$ cat src/rtl/midpoint_ellipse_span_generator_top_defines.svh
// Assertion macros for the midpoint ellipse span generator.
`ifndef MIDPOINT_ELLIPSE_SPAN_GENERATOR_TOP_DEFINES_SVH
`define MIDPOINT_ELLIPSE_SPAN_GENERATOR_TOP_DEFINES_SVH

`ifndef SYNTH
`define MESG_ASSERT_ALWAYS(label, cond, msg) \
  label: assert property (@(posedge clk) disable iff (rst) (cond)) else $error(msg);
`define MESG_ASSERT_NEXT(label, ante, cons, msg) \
  label: assert property (@(posedge clk) disable iff (rst) (ante) |=> (cons)) else $error(msg);
`else
`define MESG_ASSERT_ALWAYS(label, cond, msg)
`define MESG_ASSERT_NEXT(label, ante, cons, msg)
`endif

`endif

$ cat src/rtl/mesg_pkg.sv
// Shared widths, codes and helpers of the ellipse span generator.
`default_nettype none
package mesg_pkg;

  localparam int COORD_BITS = 16;
  localparam int BOX_W      = 16;
  localparam int POS_W      = COORD_BITS + 1;
  localparam int CTR_W      = COORD_BITS + 2;
  localparam int RSQ_W      = 2 * COORD_BITS - 1;
  localparam int ACC_W      = 3 * COORD_BITS;
  localparam int DEC_W      = 64;
  localparam int ROW_W      = 18;
  localparam int LEN_W      = 17;

  typedef enum logic [4:0] {
    ST_IDLE  = 5'b00001,
    ST_MUL   = 5'b00010,
    ST_TRUNC = 5'b00100,
    ST_STEP  = 5'b01000,
    ST_OUT   = 5'b10000
  } state_t;

  // products computed on the shared multiplier, in sequence order
  typedef enum logic [2:0] {
    OP_RX2,
    OP_RY2,
    OP_T,
    OP_HH,
    OP_RYH,
    OP_YY,
    OP_RXY,
    OP_RXRY
  } mul_op_t;

  // quarter units to integer, truncating toward zero
  function automatic logic signed [DEC_W-1:0] qtrunc(input logic signed [DEC_W-1:0] q);
    logic signed [DEC_W-1:0] adj;
    adj = q + DEC_W'({q[DEC_W-1], q[DEC_W-1]});
    return adj >>> 2;
  endfunction

endpackage
`default_nettype wire

$ cat src/rtl/mesg_mul.sv
// Shift-add multiplier, 64-bit wrapping product, one multiplier bit per cycle.
`default_nettype none
module mesg_mul import mesg_pkg::*; (
  input  logic             clk,
  input  logic             rst,
  input  logic             start,
  input  logic [DEC_W-1:0] a,
  input  logic [DEC_W-1:0] b,
  output logic             done,
  output logic [DEC_W-1:0] product
);

  logic             run;
  logic [DEC_W-1:0] ma;
  logic [DEC_W-1:0] mb;
  logic [DEC_W-1:0] acc;

  // stops as soon as the remaining multiplier bits are all zero
  always_ff @(posedge clk) begin
    if (rst) begin
      run <= 1'b0;
    end else if (start) begin
      run <= 1'b1;
      ma  <= a;
      mb  <= b;
      acc <= '0;
    end else if (run) begin
      if (mb == '0) begin
        run <= 1'b0;
      end else begin
        if (mb[0]) begin
          acc <= acc + ma;
        end
        ma <= ma << 1;
        mb <= mb >> 1;
      end
    end
  end

  assign done    = run && (mb == '0);
  assign product = acc;

endmodule
`default_nettype wire

$ cat config.mk
export PLATFORM = sky130hd
export DESIGN_NAME = mesg_mul
export DESIGN_NICKNAME = d
export VERILOG_FILES = /design/src/rtl/midpoint_ellipse_span_generator_top_defines.svh /design/src/rtl/mesg_pkg.sv /design/src/rtl/mesg_mul.sv
export SDC_FILE = /design/constraint.sdc
export NUM_CORES = 1
export LEC_CHECK = 0
export BUFFER_PORTS_ARGS = -buffer_cell sky130_fd_sc_hd__buf_2
export CORE_ASPECT_RATIO = 0.6
export CORE_MARGIN = 3
export CORE_UTILIZATION = 30
export CTS_CLUSTER_SIZE = 28
export DETAILED_ROUTE_END_ITERATION = 12
export SKIP_LAST_GASP = 1
export SLEW_MARGIN = 20
export SYNTH_ARGS = -nofsm -noshare
export SYNTH_HDL_FRONTEND = slang
export SYNTH_SLANG_ARGS = --single-unit
$ cat constraint.sdc
create_clock -name clk -period 9.9 [get_ports clk]
set_input_delay 1.485 -clock clk [delete_from_list [all_inputs] [get_ports clk]]
set_output_delay 1.485 -clock clk [all_outputs]
set_load 0.02 [all_outputs]
==> qor.csv <==
stage;metric;value;unit
outcome;status;finished clean;
floorplanning;core_area;38100;sq um
cells_and_area;stdcell_area;13800;sq um
yosys;synth.area.mux_share;12.5;%
setup_path;timing.rr.start;ma[6]$_DFFE_PP_;
clock_network;clk_latency;0.45;ns
sta;finalSetupViolCount;0;
sta;min_period;3.80;ns
yosys;synth_warnings;0;
placed_design;gp_congestion;0.833;
yosys;synth_ff_type;edfxtp_1;
sta;rsz0062_at_grt;no;
routing;drtPass1Iterations;5;
sta;slew_headroom;35.7;%
yosys;ys_ff_latch;193;
clock_network;clk_path_buf_depth;2;
clock_network;hold_buffers;0;
floorplanning;rows;55;
setup_path;cp-start-kind;register;
yosys;syn_inst;1016;
placed_design;dp_hpwl;24.3;mm
sta;skew;0.0176;ns
grt;grtUsageTotal;15.6;%
routing;wl_per_cell;19.1;um
yosys;async_reset_ff_share;0;%
routing;drc_errors;0;
clock_network;cts.repair.resized;0;
cells_and_area;final_nets;1380;
routing;drtIter0Drc;900;
grt;overflow;0;
cells_and_area;final_util;36.2;%
power_and_ir_drop;p_per_area;169;nW/um^2
clock_network;clockRootBuffer;clkbuf_16;
clock_network;cts_setup_buffers;0;
setup_path;cp-startpoint;ma[6]$_DFFE_PP_;
setup_path;crit_required;10.10;ns
floorplanning;die_area;41600;sq um
yosys;synth-xor-area-share;3.43;%
routing;num_vias;8887;
setup_path;worst-path-buf-inv;0;
cells_and_area;antennaDiodeCount;0;
grt;grt_pass1_vias;8528;
yosys;postSynthAreaPerCell;11.6;sq um
yosys;synth_compound_gate_area_share;13.8;%
sta;maxSlewViolCount;0;
yosys;syn_nets;1211;
floorplanning;die_h;159;um
clock_network;clkTransAtPathRegs;0.08;ns
clock_network;cts_buffers;17;
yosys;synthDistinctLibCells;65;
yosys;ys_seq_area_share;49.3;%
cells_and_area;fill_cells;3820;
yosys;synth_top_family_by_area;compound AO/OA/AOI/OAI gates;
flow_run;cap_violations;0;
setup_path;crit_chain;ha_1 > a2111oi_2 > o21ai_1 > and3_1 > o21ai_0 > a31oi_1 > a21oi_2 > o21ai_1 > a311oi_1 > mux2_2;
floorplanning;initial_core_util;30.8;%
routing;routed_wl;32.7;mm
floorplanning;die_w;261;um
power_and_ir_drop;p_leak;5.37;nW
yosys;synth_area;11700;sq um
grt;antenna_found_initial;0;
clock_network;cts_tree;yes;
hold_path;hp-start;mb[55]$_DFFE_PP_;
hold_path;hp-class;register to register;
sta;max_clock_freq;0.263;GHz
sta;hold_ws;0.580;ns
sta;fin_tns_setup;0;ns
setup_path;critPathKind;register to register;
clock_network;ctsHtreeMaxLevel;4;
cells_and_area;drive_above_1_share;31.8;%
setup_path;crit_top_cell;o21ai_1;
floorplanning;ios;196;
routing;ant_nets;0;
sta;period_share;38.3;%
setup_path;worst_path_dominant_cell_family;compound AO/OA/AOI/OAI gates;
placed_design;dp_slack;5.71;ns
setup_path;path_max_fanout;6;
routing;routed_via_density;5.20;
placed_design;dpl_cell_area;13200;sq um
clock_network;cts.sinks;193;
placed_design;port_buffers;195;
setup_path;arrival;4.00;ns
setup_path;critPathSlowestCell;edfxtp_1;
setup_path;end_kind;register;
sta;setup_ws;6.10;ns
grt;grt_first_pass_wirelength;50.3;mm
cells_and_area;area_growth;17.5;%
yosys;synth_fa_ha_area_share;6.88;%
sta;hold_viol_final;0;
sta;tightest_slew;0.965;ns
grt;grt_max_degree;81;
yosys;yosys.area_share.simple;11.8;%
yosys;synth_edf_count;192;
power_and_ir_drop;ir_drop;0.106;mV
setup_path;cpPeakStageDelay;0.41;ns
## Yosys cell counts, drive strengths merged (16+ instances only)
library cell	instances	area share, %
a21o	44	2.8
a21oi	73	3.1
clkbuf	38	1.2
edfxtp	192	49
ha	63	6.7
mux2	129	12
nand2	50	1.6
nand3	16	0.68
nand4	22	1.2
nor2	88	2.8
nor3	25	1.1
nor4	19	1.1
o21ai	35	1.5
xnor2	26	1.9
xor2	20	1.5
## path summary, 6_finish.rpt
kind                          endpoint  slack, ns  cells after the start
min                   mb[54]$_DFFE_PP_       0.58                      1
max reg2reg  product[57]$_SDFFCE_PP0P_       6.10                     10
min reg2reg           mb[54]$_DFFE_PP_       0.58                      1
max          product[57]$_SDFFCE_PP0P_       6.10                     10
## logic make-up after synthesis
| kind of cell | Yosys count |
|---|---|
| AO/OA/AOI/OAI | 241 |
| XOR/XNOR | 46 |
| adder cells (fa/ha/maj) | 64 |
| buffers and inverters | 65 |
| flip-flops | 193 |
| multiplexers | 131 |
| AND/OR/NAND/NOR | 276 |
## layout by cell type (no fill, tap or decap), types with 4 or more instances in the layout
| cell | count |
|---|---|
| nor2_1 | 87 |
| nor3_1 | 25 |
| o21ai_0 | 33 |
| o31ai_1 | 5 |
| xnor2_1 | 26 |
| nor4_1 | 18 |
| nand4_1 | 22 |
| mux2_2 | 129 |
| clkinv_4 | 4 |
| nand2_1 | 50 |
| edfxtp_1 | 192 |
| or3_1 | 5 |
| xor2_1 | 20 |
| a211oi_1 | 7 |
| and2_1 | 6 |
| nor3b_1 | 4 |
| or2_2 | 5 |
| o211ai_1 | 5 |
| buf_4 | 5 |
| clkbuf_16 | 17 |
| a21boi_0 | 4 |
| o21bai_1 | 14 |
| buf_2 | 194 |
| nand3_1 | 16 |
| and3_1 | 11 |
| a21o_1 | 44 |
| o21a_1 | 11 |
| nor2b_1 | 11 |
| a31oi_1 | 7 |
| inv_1 | 15 |
| and4_1 | 4 |
| ha_1 | 63 |
| a21oi_1 | 72 |
## per-stage QoR
stage	std cells	power, mW
floorplan	1016	1.45
global placement	1679	1.60
global route	1710	2.45
CTS	1710	2.34
detailed placement	1679	1.61
finish	1710	2.33
## registers in the layout, summed over array words and instances (netlist names)
register,flops
ma,64
product,64
mb,64
run,1
## metal layers
metal	up-vias	GRT usage (%)	share of wire [%]	wire length (um)
met4	0	3.45	0.80	261
met1	4328	23.7	49	16200
met5	-	0	0	0
met3	17	3.35	6.7	2180
li1	4249	-	-	-
met2	293	22.6	43	14100
## power by group
part | internal, mW | total (mW) | switching [mW]
registers | 0.984 | 1.02 | 0.0376
clock network | 0.381 | 0.730 | 0.350
logic | 0.235 | 0.575 | 0.339
total | 1.60 | 2.33 | 0.727
## layout make-up
class	instances	area [sq um]	area share (%)
Timing Repair Buffer	200	1020	7.39
Clock buffer	17	425	3.08
Multi-Input combinational cell	758	5700	41.3
Clock inverter	14	179	1.30
Inverter	15	56.3	0.408
Tap cell	513	642	4.65
Sequential cell	193	5790	41.9
## worst reg2reg max path, stage by stage (launching register included)
cell       delay (ns)
edfxtp_1         0.41
ha_1             0.38
a2111oi_2        0.35
o21ai_1          0.19
and3_1           0.25
o21ai_0          0.34
a31oi_1          0.35
a21oi_2          0.34
o21ai_1          0.17
a311oi_1         0.40
mux2_2           0.38
Power figures use the tool's default switching activity.
